[src/rtl/rrts_pkg.sv]
// Shared types, widths and codes of the round-robin thread scheduler.
package rrts_pkg;

  localparam int MaxThreads = 16;
  localparam int SlotW      = (MaxThreads > 1) ? $clog2(MaxThreads) : 1;
  localparam int CntW       = $clog2(MaxThreads + 1);
  localparam int CmpW       = (CntW > 4) ? CntW : 4;
  localparam int QDepth     = 2;
  localparam int QPtrW      = (QDepth > 1) ? $clog2(QDepth) : 1;
  localparam int QCntW      = $clog2(QDepth + 1);

  typedef logic [SlotW-1:0] slot_t;
  typedef logic [CntW-1:0]  cnt_t;
  typedef logic [CmpW-1:0]  cmp_t;

  typedef enum logic [1:0] {
    OP_CREATE = 2'd0,
    OP_EXIT   = 2'd1,
    OP_JOIN   = 2'd2,
    OP_YIELD  = 2'd3
  } op_e;

  typedef enum logic [1:0] {
    ST_RUNNING    = 2'd0,
    ST_JOINING    = 2'd1,
    ST_TERMINATED = 2'd2,
    ST_DELETED    = 2'd3
  } state_e;

  typedef enum logic [1:0] {
    STAT_OK   = 2'd0,
    STAT_FULL = 2'd1,
    STAT_NONE = 2'd2
  } status_e;

  // One slot record: scheduling state and joiner bookkeeping.
  typedef struct packed {
    state_e st;
    logic   jv;
    slot_t  js;
  } rec_t;

  localparam int RecW = $bits(rec_t);

  typedef struct packed {
    op_e        op;
    logic [3:0] target;
  } cmd_t;

endpackage

[src/rtl/rrts_ram.sv]
// Generic single-port RAM with registered read.
module rrts_ram #(
  parameter int Width = 8,
  parameter int Depth = 16
) (
  input  logic                                     clk_i,
  input  logic [((Depth > 1) ? $clog2(Depth) : 1)-1:0] addr_i,
  input  logic                                     we_i,
  input  logic [Width-1:0]                         wdata_i,
  output logic [Width-1:0]                         rdata_o
);

  logic [Width-1:0] mem_q [Depth];

  always_ff @(posedge clk_i) begin
    if (we_i) begin
      mem_q[addr_i] <= wdata_i;
    end
    rdata_o <= mem_q[addr_i];
  end

endmodule

[src/rtl/rrts_front.sv]
// Front end: accepts input items, decodes them and queues commands.
module rrts_front (
  input  logic                clk_i,
  input  logic                rst_ni,
  input  logic                in_valid_i,
  output logic                in_stall_o,
  input  logic [1:0]          operation_i,
  input  logic [3:0]          target_thread_i,
  output logic                cmd_valid_o,
  output rrts_pkg::cmd_t      cmd_o,
  input  logic                cmd_pop_i
);

  rrts_pkg::cmd_t                   q_mem_q [rrts_pkg::QDepth];
  logic [rrts_pkg::QPtrW-1:0]       wr_ptr_q, wr_ptr_d;
  logic [rrts_pkg::QPtrW-1:0]       rd_ptr_q, rd_ptr_d;
  logic [rrts_pkg::QCntW-1:0]       cnt_q, cnt_d;
  logic                             push;
  logic                             pop;
  rrts_pkg::cmd_t                   cmd_in;

  assign in_stall_o  = (cnt_q == rrts_pkg::QCntW'(rrts_pkg::QDepth));
  assign push        = in_valid_i && !in_stall_o;
  assign cmd_valid_o = (cnt_q != '0);
  assign pop         = cmd_pop_i && cmd_valid_o;
  assign cmd_o       = q_mem_q[rd_ptr_q];

  always_comb begin
    cmd_in.op     = rrts_pkg::op_e'(operation_i);
    cmd_in.target = target_thread_i;
  end

  always_comb begin
    wr_ptr_d = wr_ptr_q;
    rd_ptr_d = rd_ptr_q;
    cnt_d    = cnt_q;
    if (push) begin
      wr_ptr_d = (wr_ptr_q == rrts_pkg::QPtrW'(rrts_pkg::QDepth - 1)) ? '0 :
                 wr_ptr_q + rrts_pkg::QPtrW'(1);
    end
    if (pop) begin
      rd_ptr_d = (rd_ptr_q == rrts_pkg::QPtrW'(rrts_pkg::QDepth - 1)) ? '0 :
                 rd_ptr_q + rrts_pkg::QPtrW'(1);
    end
    if (push && !pop) begin
      cnt_d = cnt_q + rrts_pkg::QCntW'(1);
    end else if (pop && !push) begin
      cnt_d = cnt_q - rrts_pkg::QCntW'(1);
    end
  end

  always_ff @(posedge clk_i or negedge rst_ni) begin
    if (!rst_ni) begin
      wr_ptr_q <= '0;
      rd_ptr_q <= '0;
      cnt_q    <= '0;
    end else begin
      wr_ptr_q <= wr_ptr_d;
      rd_ptr_q <= rd_ptr_d;
      cnt_q    <= cnt_d;
    end
  end

  always_ff @(posedge clk_i) begin
    if (push) begin
      q_mem_q[wr_ptr_q] <= cmd_in;
    end
  end

endmodule

[src/rtl/rrts_back.sv]
// Back end: executes commands against the slot table and holds the result.
module rrts_back (
  input  logic                clk_i,
  input  logic                rst_ni,
  input  logic                cmd_valid_i,
  input  rrts_pkg::cmd_t      cmd_i,
  output logic                cmd_pop_o,
  output logic                out_valid_o,
  input  logic                out_stall_i,
  output logic [3:0]          running_thread_o,
  output logic [3:0]          created_slot_o,
  output logic [15:0]         freed_mask_o,
  output logic [1:0]          status_o
);

  typedef enum logic [10:0] {
    S_IDLE        = 11'b000_0000_0001,
    S_EXIT_RD     = 11'b000_0000_0010,
    S_EXIT_WR     = 11'b000_0000_0100,
    S_WAKE_RD     = 11'b000_0000_1000,
    S_WAKE_WR     = 11'b000_0001_0000,
    S_JOIN_RD     = 11'b000_0010_0000,
    S_JOIN_CHK    = 11'b000_0100_0000,
    S_JOIN_CUR_RD = 11'b000_1000_0000,
    S_JOIN_CUR_WR = 11'b001_0000_0000,
    S_SCAN_RD     = 11'b010_0000_0000,
    S_SCAN_EV     = 11'b100_0000_0000
  } fsm_e;

  fsm_e                  state_q, state_d;
  rrts_pkg::slot_t       cur_q, cur_d;
  rrts_pkg::cnt_t        count_q, count_d;
  rrts_pkg::slot_t       addr_q, addr_d;
  logic                  rec0_q, rec0_d;
  logic                  out_valid_q, out_valid_d;
  logic [3:0]            running_q, running_d;
  logic [3:0]            new_q, new_d;
  logic [15:0]           freed_q, freed_d;
  rrts_pkg::status_e     status_q, status_d;

  rrts_pkg::slot_t       ram_addr;
  logic                  ram_we;
  rrts_pkg::rec_t        ram_wdata;
  logic [rrts_pkg::RecW-1:0] ram_rdata;
  rrts_pkg::rec_t        view;
  rrts_pkg::slot_t       next_of_cur;
  rrts_pkg::slot_t       next_of_addr;
  logic                  finish;
  logic                  join_ok;

  rrts_ram #(
    .Width (rrts_pkg::RecW),
    .Depth (rrts_pkg::MaxThreads)
  ) u_table (
    .clk_i   (clk_i),
    .addr_i  (ram_addr),
    .we_i    (ram_we),
    .wdata_i (ram_wdata),
    .rdata_o (ram_rdata)
  );

  function automatic rrts_pkg::slot_t next_slot(rrts_pkg::slot_t s, rrts_pkg::cnt_t cnt);
    rrts_pkg::cnt_t inc;
    inc = rrts_pkg::cnt_t'(s) + rrts_pkg::cnt_t'(1);
    return (inc >= cnt) ? '0 : rrts_pkg::slot_t'(inc);
  endfunction

  assign next_of_cur  = next_slot(cur_q, count_q);
  assign next_of_addr = next_slot(addr_q, count_q);

  // Slots at or above the count were never created; slot zero reads as
  // running until its record is first written.
  always_comb begin
    view = rrts_pkg::rec_t'(ram_rdata);
    if (rrts_pkg::cnt_t'(addr_q) >= count_q) begin
      view = '{st: rrts_pkg::ST_DELETED, jv: 1'b0, js: '0};
    end else if ((addr_q == '0) && !rec0_q) begin
      view = '{st: rrts_pkg::ST_RUNNING, jv: 1'b0, js: '0};
    end
  end

  assign join_ok = (rrts_pkg::cmp_t'(cmd_i.target) < rrts_pkg::cmp_t'(count_q)) &&
                   (rrts_pkg::cmp_t'(cmd_i.target) != rrts_pkg::cmp_t'(cur_q));

  always_comb begin
    state_d     = state_q;
    cur_d       = cur_q;
    count_d     = count_q;
    addr_d      = addr_q;
    out_valid_d = out_valid_q;
    running_d   = running_q;
    new_d       = new_q;
    freed_d     = freed_q;
    status_d    = status_q;
    ram_addr    = addr_q;
    ram_we      = 1'b0;
    ram_wdata   = view;
    cmd_pop_o   = 1'b0;
    finish      = 1'b0;

    if (out_valid_q && !out_stall_i) begin
      out_valid_d = 1'b0;
    end

    case (state_q)
      S_IDLE: begin
        if (cmd_valid_i && !out_valid_q) begin
          cmd_pop_o = 1'b1;
          new_d     = '0;
          freed_d   = '0;
          status_d  = rrts_pkg::STAT_OK;
          case (cmd_i.op)
            rrts_pkg::OP_CREATE: begin
              if (count_q == rrts_pkg::cnt_t'(rrts_pkg::MaxThreads)) begin
                status_d = rrts_pkg::STAT_FULL;
              end else begin
                ram_addr  = rrts_pkg::slot_t'(count_q);
                ram_we    = 1'b1;
                ram_wdata = '{st: rrts_pkg::ST_RUNNING, jv: 1'b0, js: '0};
                new_d     = 4'(count_q);
                count_d   = count_q + rrts_pkg::cnt_t'(1);
              end
              finish = 1'b1;
            end
            rrts_pkg::OP_EXIT: begin
              addr_d  = cur_q;
              state_d = S_EXIT_RD;
            end
            rrts_pkg::OP_JOIN: begin
              if (join_ok) begin
                addr_d  = rrts_pkg::slot_t'(cmd_i.target);
                state_d = S_JOIN_RD;
              end else begin
                finish = 1'b1;
              end
            end
            default: begin
              addr_d  = next_of_cur;
              state_d = S_SCAN_RD;
            end
          endcase
        end
      end
      S_EXIT_RD: begin
        state_d = S_EXIT_WR;
      end
      S_EXIT_WR: begin
        ram_we       = 1'b1;
        ram_wdata.st = rrts_pkg::ST_TERMINATED;
        if (view.jv) begin
          addr_d  = view.js;
          state_d = S_WAKE_RD;
        end else begin
          addr_d  = next_of_cur;
          state_d = S_SCAN_RD;
        end
      end
      S_WAKE_RD: begin
        state_d = S_WAKE_WR;
      end
      S_WAKE_WR: begin
        if (view.st == rrts_pkg::ST_JOINING) begin
          ram_we       = 1'b1;
          ram_wdata.st = rrts_pkg::ST_RUNNING;
        end
        addr_d  = next_of_cur;
        state_d = S_SCAN_RD;
      end
      S_JOIN_RD: begin
        state_d = S_JOIN_CHK;
      end
      S_JOIN_CHK: begin
        if ((view.st == rrts_pkg::ST_TERMINATED) || (view.st == rrts_pkg::ST_DELETED)) begin
          finish  = 1'b1;
          state_d = S_IDLE;
        end else begin
          ram_we       = 1'b1;
          ram_wdata.jv = 1'b1;
          ram_wdata.js = cur_q;
          addr_d       = cur_q;
          state_d      = S_JOIN_CUR_RD;
        end
      end
      S_JOIN_CUR_RD: begin
        state_d = S_JOIN_CUR_WR;
      end
      S_JOIN_CUR_WR: begin
        ram_we       = 1'b1;
        ram_wdata.st = rrts_pkg::ST_JOINING;
        addr_d       = next_of_cur;
        state_d      = S_SCAN_RD;
      end
      S_SCAN_RD: begin
        state_d = S_SCAN_EV;
      end
      S_SCAN_EV: begin
        if (addr_q == cur_q) begin
          // Back around to the current slot: nothing else was runnable.
          status_d = (view.st == rrts_pkg::ST_RUNNING) ? rrts_pkg::STAT_OK :
                                                         rrts_pkg::STAT_NONE;
          finish   = 1'b1;
          state_d  = S_IDLE;
        end else if (view.st == rrts_pkg::ST_RUNNING) begin
          cur_d   = addr_q;
          finish  = 1'b1;
          state_d = S_IDLE;
        end else begin
          if (view.st == rrts_pkg::ST_TERMINATED) begin
            ram_we       = 1'b1;
            ram_wdata.st = rrts_pkg::ST_DELETED;
            if (32'(addr_q) < 32'd16) begin
              freed_d = freed_q | (16'(1) << addr_q);
            end
          end
          addr_d  = next_of_addr;
          state_d = S_SCAN_RD;
        end
      end
      default: begin
        state_d = S_IDLE;
      end
    endcase

    if (finish) begin
      out_valid_d = 1'b1;
      running_d   = 4'(cur_d);
    end
  end

  assign rec0_d = rec0_q || (ram_we && (ram_addr == '0));

  always_ff @(posedge clk_i or negedge rst_ni) begin
    if (!rst_ni) begin
      state_q     <= S_IDLE;
      cur_q       <= '0;
      count_q     <= rrts_pkg::cnt_t'(1);
      addr_q      <= '0;
      rec0_q      <= 1'b0;
      out_valid_q <= 1'b0;
    end else begin
      state_q     <= state_d;
      cur_q       <= cur_d;
      count_q     <= count_d;
      addr_q      <= addr_d;
      rec0_q      <= rec0_d;
      out_valid_q <= out_valid_d;
    end
  end

  always_ff @(posedge clk_i) begin
    running_q <= running_d;
    new_q     <= new_d;
    freed_q   <= freed_d;
    status_q  <= status_d;
  end

  assign out_valid_o      = out_valid_q;
  assign running_thread_o = running_q;
  assign created_slot_o   = new_q;
  assign freed_mask_o     = freed_q;
  assign status_o         = status_q;

endmodule

[src/rtl/round_robin_thread_scheduler.sv]
// Top level of the round-robin thread scheduler: front queue plus executor.
//
//  channel | direction | handshake                  | payload
//  --------+-----------+----------------------------+---------------------------------------
//  in      | input     | in_valid_i / in_stall_o    | operation_i, target_thread_i
//  out     | output    | out_valid_o / out_stall_i  | running_thread_o, created_slot_o,
//          |           |                            | freed_mask_o, status_o
//
// Create, a full table and out-of-range or self joins finish in S_IDLE, a join on a
// finished target in S_JOIN_CHK; otherwise exit passes S_EXIT_RD/WR (and S_WAKE_RD/WR
// if a joiner waits) and join S_JOIN_RD/CHK/CUR_RD/CUR_WR before the scan, which visits
// each slot (single port slot table: read in S_SCAN_RD, then evaluate and write back).
// One item executes at a time; a 2-entry command queue keeps accepting while the
// executor works or a result waits. After reset slot 0 runs and the table needs
// no clearing pass. in_stall_o rises only when the command queue is full.
module round_robin_thread_scheduler (
  input  logic        clk_i,
  input  logic        rst_ni,
  input  logic        in_valid_i,
  output logic        in_stall_o,
  input  logic [1:0]  operation_i,
  input  logic [3:0]  target_thread_i,
  output logic        out_valid_o,
  input  logic        out_stall_i,
  output logic [3:0]  running_thread_o,
  output logic [3:0]  created_slot_o,
  output logic [15:0] freed_mask_o,
  output logic [1:0]  status_o
);

  logic           cmd_valid;
  rrts_pkg::cmd_t cmd;
  logic           cmd_pop;

  rrts_front u_front (
    .clk_i           (clk_i),
    .rst_ni          (rst_ni),
    .in_valid_i      (in_valid_i),
    .in_stall_o      (in_stall_o),
    .operation_i     (operation_i),
    .target_thread_i (target_thread_i),
    .cmd_valid_o     (cmd_valid),
    .cmd_o           (cmd),
    .cmd_pop_i       (cmd_pop)
  );

  rrts_back u_back (
    .clk_i            (clk_i),
    .rst_ni           (rst_ni),
    .cmd_valid_i      (cmd_valid),
    .cmd_i            (cmd),
    .cmd_pop_o        (cmd_pop),
    .out_valid_o      (out_valid_o),
    .out_stall_i      (out_stall_i),
    .running_thread_o (running_thread_o),
    .created_slot_o   (created_slot_o),
    .freed_mask_o     (freed_mask_o),
    .status_o         (status_o)
  );

endmodule
[config.mk]
export PLATFORM = sky130hd
export DESIGN_NAME = round_robin_thread_scheduler
export DESIGN_NICKNAME = d
export VERILOG_FILES = /design/src/rtl/rrts_pkg.sv /design/src/rtl/rrts_ram.sv /design/src/rtl/rrts_front.sv /design/src/rtl/rrts_back.sv /design/src/rtl/round_robin_thread_scheduler.sv
export SDC_FILE = /design/constraint.sdc
export NUM_CORES = 1
export LEC_CHECK = 0
export ABC_AREA = 0
export BUFFER_PORTS_ARGS = -buffer_cell sky130_fd_sc_hd__buf_2
export CAP_MARGIN = 20
export CORE_ASPECT_RATIO = 1.75
export CORE_MARGIN = 10
export CORE_UTILIZATION = 30
export CTS_BUF_LIST = sky130_fd_sc_hd__clkbuf_16
export DETAILED_ROUTE_END_ITERATION = 8
export SLEW_MARGIN = 30
export SYNTH_ARGS = -nofsm -noshare
export SYNTH_HDL_FRONTEND = slang
export SYNTH_SLANG_ARGS = --single-unit
[constraint.sdc]
create_clock -name clk_i -period 5.34 [get_ports clk_i]
set_clock_uncertainty 0.15 [all_clocks]
set_input_delay 0.534 -clock clk_i [delete_from_list [all_inputs] [get_ports clk_i]]
set_output_delay 0.534 -clock clk_i [all_outputs]
set_load 0.1 [all_outputs]
* Yosys cells after proc, flatten, opt, wreduce, memory -nomap -nowiden
Memories as Yosys holds them, arrays and structs flattened. A register that Yosys moved wholly into a read port is not among the register bits.
Index checks and enable logic that the tools add are counted.
** Operators by class
- $add $sub $neg :: 7
- $lt $le $gt $ge :: 4
- Equality and inequality tests :: 28
- Shift-type cells :: 1
- Multiplexer cells :: 76
- Bitwise logic cells :: 3
- Reductions and logical operators :: 35
** Operators by type and width (number)
- $pmux W11 S10 :: 1
- $mux W16 :: 4
- $mux W4 :: 15
- $mux W7 :: 5
- $mux W11 :: 3
- $pmux W11 S3 :: 1
- $pmux W16 S2 :: 1
- $mux W1 :: 24
- $mux W10 :: 2
- $mux W2 :: 10
- $pmux W4 S5 :: 1
- $or A16 B16 Y16 :: 1
- $shl A1 B4 Y16 const A :: 1
- $pmux W4 S3 :: 1
- $eq A11 B1 Y1 const B :: 1
- $eq A11 B10 Y1 const B :: 1
- $eq A11 B11 Y1 const B :: 1
- $eq A11 B2 Y1 const B :: 1
- $eq A11 B3 Y1 const B :: 1
- $eq A11 B4 Y1 const B :: 1
- $eq A11 B5 Y1 const B :: 1
- $eq A11 B6 Y1 const B :: 1
- $eq A11 B7 Y1 const B :: 1
- $eq A11 B8 Y1 const B :: 1
- 39 further kinds :: 74
** Word-level totals
- Register bits :: 56
- Memory bits (writable) :: 124
- Logic and storage cells :: 169
- Memories kept :: 2
** Memories
- u_back.u_table.mem_q :: words 16, width 7, read ports 1, clocked after Yosys merged registers in 1, wr ports 1, line rrts_ram.sv:13 : logic [Width-1:0] mem_q [Depth];
- u_front.q_mem_q :: words 2, width 6, read ports 1, clocked after Yosys merged registers in 0, wr ports 1, line rrts_front.sv:14 : rrts_pkg::cmd_t q_mem_q [rrts_pkg::QDepth];

* Logic depth before layout (Yosys ltp)
Gate-level depths: netlist (run 1).
- Word-level depth :: 11
- Gate-level depth with buffers :: 12
- Gate-level depth less buffers :: 10

* By module
From an unflattened synthesis (run 1), not the netlist that was laid out.
** Second synthesis, totals
- Cells, all modules :: 605
- Area, all modules :: 8694.6 sq um
** Modules (own cells, without submodules)
- rrts_ram :: times used 1, cells an instance 205, area an instance 4519.3 sq um
- rrts_back :: times used 1, cells an instance 362, area an instance 3534.6 sq um
- rrts_front :: times used 1, cells an instance 38, area an instance 640.6 sq um

* Worst setup path after synthesis (run 1)
OpenSTA, ideal clock, no wires.
- Path type :: register -> register
- Start point :: reg u_back.out_valid_q (netlist: u_back.out_valid_o)
- End point :: mem u_back.u_table.mem_q[3][0] (netlist name) (enable)
- Arrival time :: 2.973 ns
- Setup slack :: 1.837 ns
- Stages on the path, launching flop included :: 10
- Path buffers :: 3
- Period minus slack after synthesis :: 3.503 ns
- Cell sequence :: dfrtp_1 o21ba_1 buf_2 and3_1 clkbuf_1 a21oi_1 or2_2 clkbuf_1 nand3b_1 nor3_1
** Between the ends
- Cells in the longest elaborated chain, start to end :: 6
- Elaborated cells on any way between the ends :: 8
** Ends and longest elaborated chain
- start: declaration :: line rrts_back.sv:35 : logic out_valid_q, out_valid_d;
- start signal: assignment :: line rrts_back.sv:246 : out_valid_q <= out_valid_d;
- $logic_not A1 Y1 (*) :: line rrts_back.sv:107 : if (cmd_valid_i && !out_valid_q) begin
- $logic_and A1 B1 Y1 (*) :: line rrts_back.sv:107
- $mux W1 :: line rrts_back.sv:107
- $pmux W1 S5 :: line rrts_back.sv:105 : case (state_q)
- $mux W1 :: line rrts_ram.sv:16 : if (we_i) begin
- $mux W1 (not written as such) :: line rrts_ram.sv:17 : mem_q[addr_i] <= wdata_i;
- end: declaration :: line rrts_ram.sv:13
Mark *: on every way between the ends. The rest lies on a longest branch, timed or not.

* Final worst setup path (run 1)
- Start point :: reg u_front.rd_ptr_q
- End point :: mem u_back.u_table.mem_q[4][4] (netlist name) (enable)
** Between the ends
- Cells in the longest elaborated chain, start to end :: 7
- Elaborated cells on any way between the ends :: 10
** Ends and longest elaborated chain
- start: declaration :: line rrts_front.sv:16 : logic [rrts_pkg::QPtrW-1:0] rd_ptr_q, rd_ptr_d;
- start signal: assignment :: line rrts_front.sv:59 : rd_ptr_q <= rd_ptr_d;
- $mem_v2 Z2 W6 (*)
- $logic_not A2 Y1 (*) :: line rrts_back.sv:112 : case (cmd_i.op)
- $mux W1 :: line rrts_back.sv:112
- $mux W1 :: line rrts_back.sv:107
- $pmux W1 S5 :: line rrts_back.sv:105
- $mux W1 :: line rrts_ram.sv:16
- $mux W1 (not written as such) :: line rrts_ram.sv:17
Marks and branches as above.

==> results.rst, run 1 <==
.. list-table::
   :header-rows: 1

   * - Metric
     - Value
   * - Status
     - complete, but fails checks
   * - Violations in the final reports
     - hold timing
   * - Startpoint-to-endpoint class of the critical path
     - reg -> reg
   * - Final RePlAce weighted congestion
     - 0.8958
   * - Slew at the pin closest to its max-slew limit
     - 917.3 ps
   * - Critical path peak fanout
     - 17
   * - Dominant combinational cell family by area after synthesis
     - compound AO/OA/AOI/OAI gates
   * - Yosys top cell area share
     - 50.26%
   * - Starting DRC count in detailed routing
     - 509
   * - Number of enable flip-flop cells after synthesis
     - 150
   * - Post-DR wirelength/cell
     - 20.39 um
   * - Total of buffers placed on input and output ports
     - 37
   * - Maximum number of pins on one net before global-route repair
     - 31
   * - Final total negative setup slack
     - 0 ps
   * - Portion of the clock cycle consumed by the worst path in the final layout
     - 79.58%
   * - Post-CTS setup buffer count
     - 0
   * - Synth Instances
     - 741
   * - DPL Wire Length
     - 18010 um
   * - DRT antenna net count
     - 0
   * - WP data arrival
     - 4160 ps
   * - Average cell area after synthesis
     - 12.09 um2
   * - Clock transition at the registers of the reported paths
     - 70 ps
   * - Post-synth top flop
     - sky130_fd_sc_hd__edfxtp_1
   * - Seq cells post-synth
     - 187
   * - Fraction of final layout cells sized beyond drive strength 1
     - 14.12%
   * - Row Count
     - 83
   * - Data required time at the worst endpoint
     - 5250 ps
   * - DRT Wirelength
     - 23820 um
   * - Type of the most critical hold path
     - in -> async
   * - Area Overhead vs Synth
     - 13.30%
   * - CP Capture Type
     - register
   * - Number of vias after detailed routing
     - 6150
   * - Die width
     - 150.7 um
   * - First-pass GRT wire length
     - 36630 um
   * - Worst r2r path cells
     - 8
   * - Drt drc
     - 0
   * - Die height
     - 248.7 um
   * - Cell taking the most area after synthesis
     - sky130_fd_sc_hd__edfxtp_1
   * - Post-synthesis share of cell area spent on xor and xnor gates
     - 2.052%
   * - Number of buffers added to fix hold violations after cts
     - 0
   * - Clock sinks
     - 187
   * - TritonCTS clock tree
     - done
   * - Average vias per placed instance
     - 5.265
   * - Share of synthesized cell area in and, or, nand and nor gates
     - 13.61%
   * - List of most frequent post-synthesis cells
     - sky130_fd_sc_hd__edfxtp_1, sky130_fd_sc_hd__nand2_1, sky130_fd_sc_hd__nor2_1
   * - Antenna violations before repair
     - 0
   * - Syn. warnings
     - 0
   * - Max Clk Rate
     - 235.3 MHz
   * - Clock buffer depth
     - 2
   * - Hold violation count in the final report
     - 1
   * - Number of different library cells in the post-synthesis netlist
     - 74
   * - Ant diodes
     - 0
   * - Source-to-sink clock delay at the later pin of the worst-skew pair
     - 440 ps
   * - Element type at the critical path start
     - register
   * - Max-capacitance violation count
     - 0
   * - Starting Density
     - 30.50%
   * - Max Slew Vio Count
     - 0
   * - Worst slew slack as a fraction of its limit
     - 38.38%
   * - H-tree depth
     - 4
   * - Post-cts repair resize count
     - 0
   * - I/O pins
     - 38
   * - Synth area leaders
     - sky130_fd_sc_hd__edfxtp_1, sky130_fd_sc_hd__dfrtp_1, sky130_fd_sc_hd__ha_1, sky130_fd_sc_hd__nand2_1, sky130_fd_sc_hd__o21ai_0
   * - Number of optimization iterations in the first detailed-route pass
     - 5
   * - Overall routing resource usage
     - 12.90%
   * - Unrepaired setup endpoints after global routing
     - no
   * - Clock Root Buffer
     - sky130_fd_sc_hd__clkbuf_16
   * - Count of endpoints failing setup in the final report
     - 0
   * - Overflow after GRT
     - 0
   * - Number of global-route vias before repair
     - 6249
   * - Synth Area in Compound Gates
     - 14.98%
   * - Smallest hold slack
     - -2.491 ps
   * - Min cycle time layout
     - 4250 ps
   * - Mux cell area share after synthesis
     - 1.689%
   * - Adder-Cell Fraction of Synth Area
     - 4.328%
   * - Most common cell in the synthesized netlist
     - sky130_fd_sc_hd__edfxtp_1
   * - Count of nets after finishing
     - 816
   * - CTS buffer count
     - 17
   * - Floorplan die area
     - 37460 um2
   * - Synthesized area
     - 8962 um2
   * - Placeable core area
     - 29390 um2
   * - Sequential fraction of the synthesis area
     - 60.23%
   * - Mapped Nets
     - 782
   * - Fraction of registers with async set/reset
     - 16.04%
[state kept, by name, indices dropped and copies added, names as in the netlist, 2 cells and up]
name                     flops
u_front.q_mem_q             12
u_back.u_table.mem_q       112
u_back.state_q              11
u_back.u_table.rdata_o       7
u_front.cnt_q                2
u_back.freed_mask_o         16
u_back.running_thread_o      4
u_back.cur_q                 4
u_back.addr_q                4
u_back.created_slot_o        4
u_back.status_o              2
u_back.count_q               5
[through the flow]
stage               area [um2]  util (%)  cells  setup WS [ps]
CTS                      10140     34.49   1168           1048
floorplan                 8962         -    741           1837
global placement          9568     32.56   1137           1148
global route             10150     34.55   1168          845.2
detailed placement        9590     32.63   1138           1073
finish                   10150     34.55   1168           1090
[worst max-delay path, cell delays in order, from the launching register on]
cell and delay, ps:
sky130_fd_sc_hd__dfrtp_1 500, sky130_fd_sc_hd__mux2_2 420, sky130_fd_sc_hd__inv_1 90, sky130_fd_sc_hd__ha_1 390, sky130_fd_sc_hd__nand3_1 340, sky130_fd_sc_hd__o21ai_1 240, sky130_fd_sc_hd__nand2_1 380, sky130_fd_sc_hd__or3b_1 610
sky130_fd_sc_hd__nor3_1 740
[cells in the final DEF, fill, tap and decap left out, types with 6 or more instances in the layout]
cell type | netlist | routed
sky130_fd_sc_hd__o31ai_1 | 16 | 15
sky130_fd_sc_hd__nor2_1 | 43 | 43
sky130_fd_sc_hd__buf_2 | 7 | 37
sky130_fd_sc_hd__a22o_1 | 6 | 6
sky130_fd_sc_hd__nor3_1 | 15 | 11
sky130_fd_sc_hd__nand2b_1 | 6 | 6
sky130_fd_sc_hd__inv_1 | 34 | 36
sky130_fd_sc_hd__dfxtp_1 | 7 | 7
sky130_fd_sc_hd__xor2_1 | 8 | 8
sky130_fd_sc_hd__buf_4 | 2 | 12
sky130_fd_sc_hd__dfrtp_1 | 28 | 28
sky130_fd_sc_hd__nor3b_1 | 6 | 6
sky130_fd_sc_hd__nand2_1 | 64 | 64
sky130_fd_sc_hd__nand3_1 | 22 | 22
sky130_fd_sc_hd__and2_1 | 12 | 12
sky130_fd_sc_hd__a21oi_1 | 38 | 38
sky130_fd_sc_hd__mux2i_1 | 8 | 8
sky130_fd_sc_hd__nand4_1 | 7 | 7
sky130_fd_sc_hd__xnor2_1 | 13 | 13
sky130_fd_sc_hd__and3_1 | 15 | 15
sky130_fd_sc_hd__o211ai_1 | 13 | 13
sky130_fd_sc_hd__o21ai_0 | 42 | 41
sky130_fd_sc_hd__a211oi_1 | 9 | 9
sky130_fd_sc_hd__edfxtp_1 | 150 | 150
sky130_fd_sc_hd__a32o_1 | 13 | 13
sky130_fd_sc_hd__clkbuf_16 | 0 | 17
sky130_fd_sc_hd__a31oi_1 | 16 | 16
sky130_fd_sc_hd__a22oi_1 | 7 | 7
sky130_fd_sc_hd__ha_1 | 31 | 31
[metal layers]
metal  vias up  wire [um]  part of all wire [%]  track usage [%]
li1       2871          -                     -                -
met1      2995       7867                    33            11.81
met2       211      13310                    56            23.86
met3        73        854                   3.6            2.198
met4         0       1783                   7.5            10.40
met5         -          0                     0                0
[cell families (layout without fill, tap and decap cells)]
group                      after synthesis  after routing
adders and majority gates               31             31
buffers and inverters                   68            113
xor gates and xnor gates                21             21
DFF                                    187            187
AOI/OAI and AO/OA                      196            196
muxes                                   14             14
and+or+nand+nor                        224            224
[final timing paths]
path                                               from                                   end  slack (ps)
min in group clk_i                   target_thread_i[1]       u_front.q_mem_q[0][1]$_DFFE_PP_         140
max                        u_front.rd_ptr_q$_DFFE_PN0P_  u_back.u_table.mem_q[4][4]$_DFFE_PP_        1090
min                                              rst_ni          u_front.wr_ptr_q$_DFFE_PN0P_          -2
max reg2reg                u_front.rd_ptr_q$_DFFE_PN0P_  u_back.u_table.mem_q[4][4]$_DFFE_PP_        1090
max in group asynchronous                        rst_ni         u_back.state_q[1]$_DFFE_PN0P_        4560
min reg2reg                u_front.wr_ptr_q$_DFFE_PN0P_          u_front.wr_ptr_q$_DFFE_PN0P_         350
[final cells by class]
class / instances / area, um2
clock inverters: 13 / 121.4
multi-input cells: 486 / 3329
repair buffers: 49 / 275.3
well taps: 382 / 478.0
flip-flops and latches: 187 / 5398
fillers: 2862 / 19230
inverters: 34 / 127.6
clock buffers: 17 / 425.4
Power of run 1 is not shown: default switching activity piles up to over one toggle a cycle in this logic, so the estimate is an artifact.
==> run 2: changes to the inputs <==
==> constraint.sdc (replaced) <==
create_clock -name clk_i -period 4.5 [get_ports clk_i]
set_clock_uncertainty 0.15 [all_clocks]
set_input_delay 0.45 -clock clk_i [delete_from_list [all_inputs] [get_ports clk_i]]
set_output_delay 0.45 -clock clk_i [all_outputs]
set_load 0.1 [all_outputs]
==> results.rst, run 2 (same netlist as run 1, synthesis figures left out) <==
.. list-table::
   :header-rows: 1

   * - Metric
     - Value
   * - Status
     - finished clean
   * - Post-DR wirelength/cell
     - 20.49 um
   * - Placed Area
     - 9742 um2
   * - Number of buffers added to fix hold violations after cts
     - 1
   * - Finished layout cell area
     - 10360 um2
   * - Row Count
     - 83
   * - DRT antenna net count
     - 0
   * - Drt drc
     - 0
   * - WP data arrival
     - 3620 ps
   * - Fraction of final layout cells sized beyond drive strength 1
     - 16.17%
   * - Ant diodes
     - 0
   * - Worst reg2reg setup slack
     - 790 ps
   * - Type of the most critical hold path
     - in -> reg
   * - Data required time at the worst endpoint
     - 4410 ps
   * - Hold violation count in the final report
     - 0
   * - Final RePlAce weighted congestion
     - 0.8821
   * - Critical path peak fanout
     - 13
   * - Startpoint-to-endpoint class of the critical path
     - reg -> reg
   * - Top library cells by usage in the layout, fill and taps aside
     - sky130_fd_sc_hd__edfxtp_1, sky130_fd_sc_hd__nand2_1, sky130_fd_sc_hd__nor2_1
   * - Max-capacitance violation count
     - 0
   * - Critical register-to-register path endpoint
     - u_back.u_table.mem_q[7][5]$_DFFE_PP_
   * - Area Overhead vs Synth
     - 15.62%
   * - Worst hold start
     - target_thread_i[1]
   * - Post-cts repair resize count
     - 0
   * - Startpoint of the most critical register-to-register path
     - u_front.rd_ptr_q$_DFFE_PN0P_
   * - Post-CTS setup buffer count
     - 0
   * - Clock Root Buffer
     - sky130_fd_sc_hd__clkbuf_16
   * - CP Capture Type
     - register
   * - Clock transition at the registers of the reported paths
     - 70 ps
   * - Element type at the critical path start
     - register
   * - Most flops, register
     - u_back.u_table.mem_q
   * - Slew at the pin closest to its max-slew limit
     - 1053 ps
   * - Max Clk Rate
     - 269.6 MHz
   * - Number of vias after detailed routing
     - 6163
   * - Floorplan die area
     - 37460 um2
   * - Crit-path slowest cell
     - sky130_fd_sc_hd__nor3_1
   * - Flip-flop count of the largest register after layout
     - 112
   * - Cell count of the worst hold path
     - 1
   * - I/O pins
     - 38
   * - Final total negative setup slack
     - 0 ps
   * - Critical path's largest stage delay
     - 840 ps
   * - DRT Wirelength
     - 24420 um
   * - Clock buffer depth
     - 2
   * - Max Slew Vio Count
     - 0
   * - Overall routing resource usage
     - 13.07%
   * - Maximum number of pins on one net before global-route repair
     - 31
   * - Number of global-route vias before repair
     - 6359
   * - Total of buffers placed on input and output ports
     - 37
   * - Hold EP
     - u_front.q_mem_q[0][1]$_DFFE_PP_
   * - Portion of the clock cycle consumed by the worst path in the final layout
     - 82.42%
   * - Worst r2r path cells
     - 9
   * - Die height
     - 248.7 um
   * - H-tree depth
     - 4
   * - Die width
     - 150.7 um
   * - Worst path top cell family by delay
     - simple AND/OR/NAND/NOR gates
   * - Source-to-sink clock delay at the later pin of the worst-skew pair
     - 450 ps
   * - Fillers
     - 2863
   * - Top cell by count, worst path
     - sky130_fd_sc_hd__nor3_1
   * - Number of standard cells in the layout, taps in and fillers out
     - 1192
   * - Number of instances in the placed design
     - 1159
   * - Starting Density
     - 30.50%
   * - Starting DRC count in detailed routing
     - 525
   * - Smallest hold slack
     - 48.75 ps
   * - Clock sinks
     - 187
   * - Average vias per placed instance
     - 5.170
   * - Unrepaired setup endpoints after global routing
     - no
   * - Overflow after GRT
     - 0
   * - Count of nets after finishing
     - 838
   * - Number of optimization iterations in the first detailed-route pass
     - 6
   * - First-pass GRT wire length
     - 37120 um
   * - Critical path startpoint
     - u_front.rd_ptr_q$_DFFE_PN0P_
   * - Most frequent standard cell in the layout excluding fill and tap cells
     - sky130_fd_sc_hd__edfxtp_1
   * - Cell-by-cell listing of the critical path
     - mux2_2 > inv_1 > ha_1 > buf_4 > nand3_1 > nor3_1 > or2_2 > nand3b_1 > nor3_1
   * - Placeable core area
     - 29390 um2
   * - TritonCTS clock tree
     - done
   * - Total buffers and inverters traversed by the critical path
     - 2
   * - Min cycle time layout
     - 3709 ps
   * - Count of endpoints failing setup in the final report
     - 0
   * - Antenna violations before repair
     - 0
   * - CTS buffer count
     - 17
   * - DPL Wire Length
     - 18140 um
   * - Worst slew slack as a fraction of its limit
     - 29.29%
-- run 2: cell count changes in the layout (fill, tap and decap cells not counted), moves of 3 or more --
cell | before | now
sky130_fd_sc_hd__clkinv_4 | 1 | 5
sky130_fd_sc_hd__buf_4 | 12 | 33
sky130_fd_sc_hd__nor3_1 | 11 | 14
sky130_fd_sc_hd__clkinv_1 | 0 | 3
sky130_fd_sc_hd__nor3_2 | 5 | 2
sky130_fd_sc_hd__inv_6 | 5 | 2
-- run 2: area by class of cell --
cell class / count / area (um2) / area share, %
Multi-Input combinational cell: 486 / 3318 / 32.02
Inverter: 34 / 127.6 / 1.232
Sequential cell: 187 / 5398 / 52.09
Clock inverter: 15 / 172.7 / 1.666
Timing Repair Buffer: 71 / 442.9 / 4.274
Clock buffer: 17 / 425.4 / 4.105
Tap cell: 382 / 478.0 / 4.612
-- run 2: how the worst max path moves through the flow --
stage	slack, ps	end	cells after the start
2_1_floorplan	1000	u_back.u_table.mem_q[3][0]$_DFFE_PP_	9
3_3_place_gp	840	u_back.u_table.mem_q[13][4]$_DFFE_PP_	10
3_5_place_dp	800	u_back.u_table.mem_q[3][6]$_DFFE_PP_	9
4_1_cts	770	u_back.u_table.mem_q[3][3]$_DFFE_PP_	9
5_1_grt	590	u_back.u_table.mem_q[13][3]$_DFFE_PP_	10
6_report	790	u_back.u_table.mem_q[7][5]$_DFFE_PP_	9
-- run 2: metal layers --
metal	up-vias	global-route usage, %	wire (um)
li1	2919	-	-
met1	2981	12.27	8314
met2	191	24.91	13860
met3	72	2.108	807
met4	0	8.368	1441
met5	-	0	0
-- run 2: per-stage QoR --
step / util [%] / setup WS, ps
after CTS: 35.22 / 769.7
after floorplan: - / 996.8
after detailed placement: 33.15 / 798.1
after global placement: 33.13 / 842.6
final: 35.26 / 791.3
after global routing: 35.26 / 586.0
Power of run 2 is left out for the same reason.
==> run 3: changes to the inputs <==
--- a/config.mk
+++ b/config.mk
@@ -5,7 +5,7 @@
 export SDC_FILE = /design/constraint.sdc
 export NUM_CORES = 1
 export LEC_CHECK = 0
-export ABC_AREA = 0
+export ABC_AREA = 1
 export BUFFER_PORTS_ARGS = -buffer_cell sky130_fd_sc_hd__buf_2
 export CAP_MARGIN = 20
 export CORE_ASPECT_RATIO = 1.75
==> constraint.sdc (replaced) <==
create_clock -name clk_i -period 3.4 [get_ports clk_i]
set_clock_uncertainty 0.15 [all_clocks]
set_input_delay 0.34 -clock clk_i [delete_from_list [all_inputs] [get_ports clk_i]]
set_output_delay 0.34 -clock clk_i [all_outputs]
set_load 0.1 [all_outputs]
==> results.rst, run 3 <==
.. list-table::
   :header-rows: 1

   * - Metric
     - Value
   * - Starting DRC count in detailed routing
     - 437
   * - Power density over cell area
     - 1030 nW/um2
   * - Source-to-sink clock delay at the later pin of the worst-skew pair
     - 460 ps
   * - Total of buffers placed on input and output ports
     - 37
   * - Placed Area
     - 10200 um2
   * - Post-DR wirelength/cell
     - 16.67 um
   * - Overflow after GRT
     - 0
   * - CTS buffer count
     - 17
   * - Max Clk Rate
     - 315.9 MHz
   * - Portion of the clock cycle consumed by the worst path in the final layout
     - 93.09%
   * - Fraction of registers with async set/reset
     - 16.04%
   * - Leak pwr
     - 4.983 nW
   * - Count of nets after finishing
     - 1146
   * - Area Overhead vs Synth
     - 17.11%
   * - Mapped Nets
     - 1067
   * - I/O pins
     - 38
   * - Grt met1 use
     - 11.26%
   * - Critical register-to-register path endpoint
     - u_back.u_table.mem_q[15][1]$_DFFE_PP_
   * - Max Slew Vio Count
     - 0
   * - Average vias per placed instance
     - 4.708
   * - Unrepaired setup endpoints after global routing
     - no
   * - Maximum vdd drop
     - 0.8528 mV
   * - Most common cell in the synthesized netlist
     - sky130_fd_sc_hd__nand2_1
   * - Max-capacitance violation count
     - 0
   * - Synth Instances
     - 1026
   * - Critical path startpoint
     - u_back.count_q[1]$_DFFE_PN0P_
   * - Syn. warnings
     - 0
   * - Top library cells by usage in the layout, fill and taps aside
     - sky130_fd_sc_hd__nand2_1, sky130_fd_sc_hd__edfxtp_1, sky130_fd_sc_hd__inv_1
   * - Synthesized area
     - 9363 um2
   * - Worst slew slack as a fraction of its limit
     - 45.36%
   * - Number of vias after detailed routing
     - 7104
   * - Count of endpoints failing setup in the final report
     - 0
   * - Placeable core area
     - 30840 um2
   * - Type of the most critical hold path
     - in -> reg
   * - First-pass GRT wire length
     - 38340 um
   * - Final RePlAce weighted congestion
     - 0.9607
   * - DPL Wire Length
     - 18550 um
   * - Overall routing resource usage
     - 12.80%
   * - Element type at the critical path start
     - register
   * - Ant diodes
     - 0
   * - CP Capture Type
     - register
   * - Floorplan die area
     - 38950 um2
   * - Number of global-route vias before repair
     - 7226
   * - Critical path capture point
     - u_back.u_table.mem_q[15][1]$_DFFE_PP_
   * - Row Count
     - 85
   * - Met3 Use GR
     - 2.572%
   * - Clock sinks
     - 187
   * - Utilization after layout
     - 35.55%
   * - Fraction of final layout cells sized beyond drive strength 1
     - 12.88%
   * - Min cycle time layout
     - 3165 ps
   * - Worst reg2reg setup slack
     - 230 ps
   * - Critical path peak fanout
     - 40
   * - Finished layout cell area
     - 10960 um2
   * - DRT antenna net count
     - 0
   * - Maximum number of pins on one net before global-route repair
     - 58
   * - Sequential fraction of the synthesis area
     - 57.65%
   * - GRT Max-Usage Layer
     - met2
   * - Clock transition at the registers of the reported paths
     - 80 ps
   * - Drt drc
     - 0
   * - Met2 routing resource usage after global routing
     - 25.10%
   * - Startpoint of the most critical register-to-register path
     - u_back.count_q[1]$_DFFE_PN0P_
   * - Most flops, register
     - u_back.u_table.mem_q
   * - Clock Root Buffer
     - sky130_fd_sc_hd__clkbuf_16
   * - Average cell area after synthesis
     - 9.125 um2
   * - Starting Density
     - 30.36%
   * - Most frequent standard cell in the layout excluding fill and tap cells
     - sky130_fd_sc_hd__nand2_1
   * - Post-synth top flop
     - sky130_fd_sc_hd__edfxtp_1
   * - Number of optimization iterations in the first detailed-route pass
     - 5
   * - TritonCTS clock tree
     - done
   * - Data required time at the worst endpoint
     - 3420 ps
   * - Cell taking the most area after synthesis
     - sky130_fd_sc_hd__edfxtp_1
   * - H-tree depth
     - 4
   * - DRT Wirelength
     - 25150 um
   * - Hold violation count in the final report
     - 0
   * - Seq cells post-synth
     - 187
   * - Die height
     - 253.7 um
   * - WP data arrival
     - 3180 ps
   * - Antenna violations before repair
     - 0
   * - Flip-flop count of the largest register after layout
     - 112
   * - Number of different library cells in the post-synthesis netlist
     - 44
   * - Yosys top cell area share
     - 48.11%
   * - Slew at the pin closest to its max-slew limit
     - 819.6 ps
   * - Die width
     - 153.5 um
   * - Clock buffer depth
     - 2
   * - Status
     - finished clean
   * - Worst r2r path cells
     - 14
   * - Number of enable flip-flop cells after synthesis
     - 150
   * - Startpoint-to-endpoint class of the critical path
     - reg -> reg
   * - Synth area leaders
     - sky130_fd_sc_hd__edfxtp_1, sky130_fd_sc_hd__nand2_1, sky130_fd_sc_hd__dfrtp_1, sky130_fd_sc_hd__nand3_1, sky130_fd_sc_hd__inv_1
   * - List of most frequent post-synthesis cells
     - sky130_fd_sc_hd__nand2_1, sky130_fd_sc_hd__edfxtp_1, sky130_fd_sc_hd__inv_1
## run 3: changes by cell type after synthesis, sizes merged, moves of 16 or more
cell / before / now
nand3: 22 / 94
o21ai: 46 / 29
nor2: 45 / 87
o31ai: 16 / 0
nand2: 66 / 368
inv: 34 / 110
## run 3: worst min path at each step
stage               slack, ps  cells past startpoint                       endpoint        from
floorplan                -110                      0   u_back.addr_q[0]$_DFFE_PN0P_      rst_ni
global placement          340                      1  u_back.state_q[4]$_DFFE_PN0P_      rst_ni
detailed placement        340                      1  u_back.state_q[2]$_DFFE_PN0P_      rst_ni
CTS                       200                      5   u_front.wr_ptr_q$_DFFE_PN0P_  in_valid_i
global route              250                      5   u_front.wr_ptr_q$_DFFE_PN0P_  in_valid_i
finish                    210                      5   u_front.wr_ptr_q$_DFFE_PN0P_  in_valid_i
## run 3: cell type report
class / instances / area (um2)
clock buffer: 17 / 425.4
clock inverter: 15 / 222.7
fill: 3117 / 19880
inverter: 111 / 419.2
multi-input combinational: 694 / 3373
sequential: 187 / 5398
tap: 391 / 489.2
timing repair buffer: 94 / 636.9
## run 3: critical path, stage by stage, from the launching register on
cell                      delay, ps
sky130_fd_sc_hd__dfrtp_1        430
sky130_fd_sc_hd__inv_1          240
sky130_fd_sc_hd__ha_1           200
sky130_fd_sc_hd__nand2_1         50
sky130_fd_sc_hd__inv_1           60
sky130_fd_sc_hd__nand2_1        110
sky130_fd_sc_hd__nand3_4        160
sky130_fd_sc_hd__nor2_8          80
sky130_fd_sc_hd__nand2_4         60
sky130_fd_sc_hd__buf_4          240
sky130_fd_sc_hd__buf_4          430
sky130_fd_sc_hd__nand4_1        180
sky130_fd_sc_hd__buf_4          210
sky130_fd_sc_hd__nor2_1          80
sky130_fd_sc_hd__buf_4          170
## run 3: what timing repair did
action / CTS / global route
resized for setup: 1 / 3
pin swaps: 0 / 3
endpoints found under the hold margin: 41 / 0
hold buffers: 8 / 0
setup buffers: 0 / 3
setup endpoints to repair: 28 / 91
## run 3: report_power, final
group,switching (mW),total [mW],internal [mW]
Combinational,4.35,5.67,1.32
Sequential,0.198,3.45,3.25
Clock,0.971,2.17,1.20
## run 3: logic make-up (layout without fill, tap and decap cells)
group                      count (synthesis)  in the layout  synth area share (%)
AOI/OAI and AO/OA                         73             73                 4.584
xor gates and xnor gates                  16             16                 1.497
adders and majority gates                 31             31                 4.143
and+or+nand+nor                          574            574                 25.73
buffers and inverters                    145            237                 6.401
DFF                                      187            187                 57.65
## run 3: layer usage
metal	part of all wire [%]	vias up	wire, um
met3	3.4	68	866
met5	0	-	0
met1	35	3342	8802
met2	56	180	14060
met4	5.6	0	1418
li1	-	3514	-
## run 3: stage by stage
stage,total power [mW],TNS [ps],setup slack [ps],hold slack (ps),instances
5_1_grt,11.96,0,5.635,251.1,1509
2_1_floorplan,7.556,0,401.3,-105.6,1026
6_report,11.29,0,234.9,205.7,1509
3_3_place_gp,9.110,0,86.12,336.7,1466
4_1_cts,11.36,0,77.41,204.2,1506
3_5_place_dp,9.153,-501.4,-38.19,336.9,1466
(Power assumes the default switching activity.)
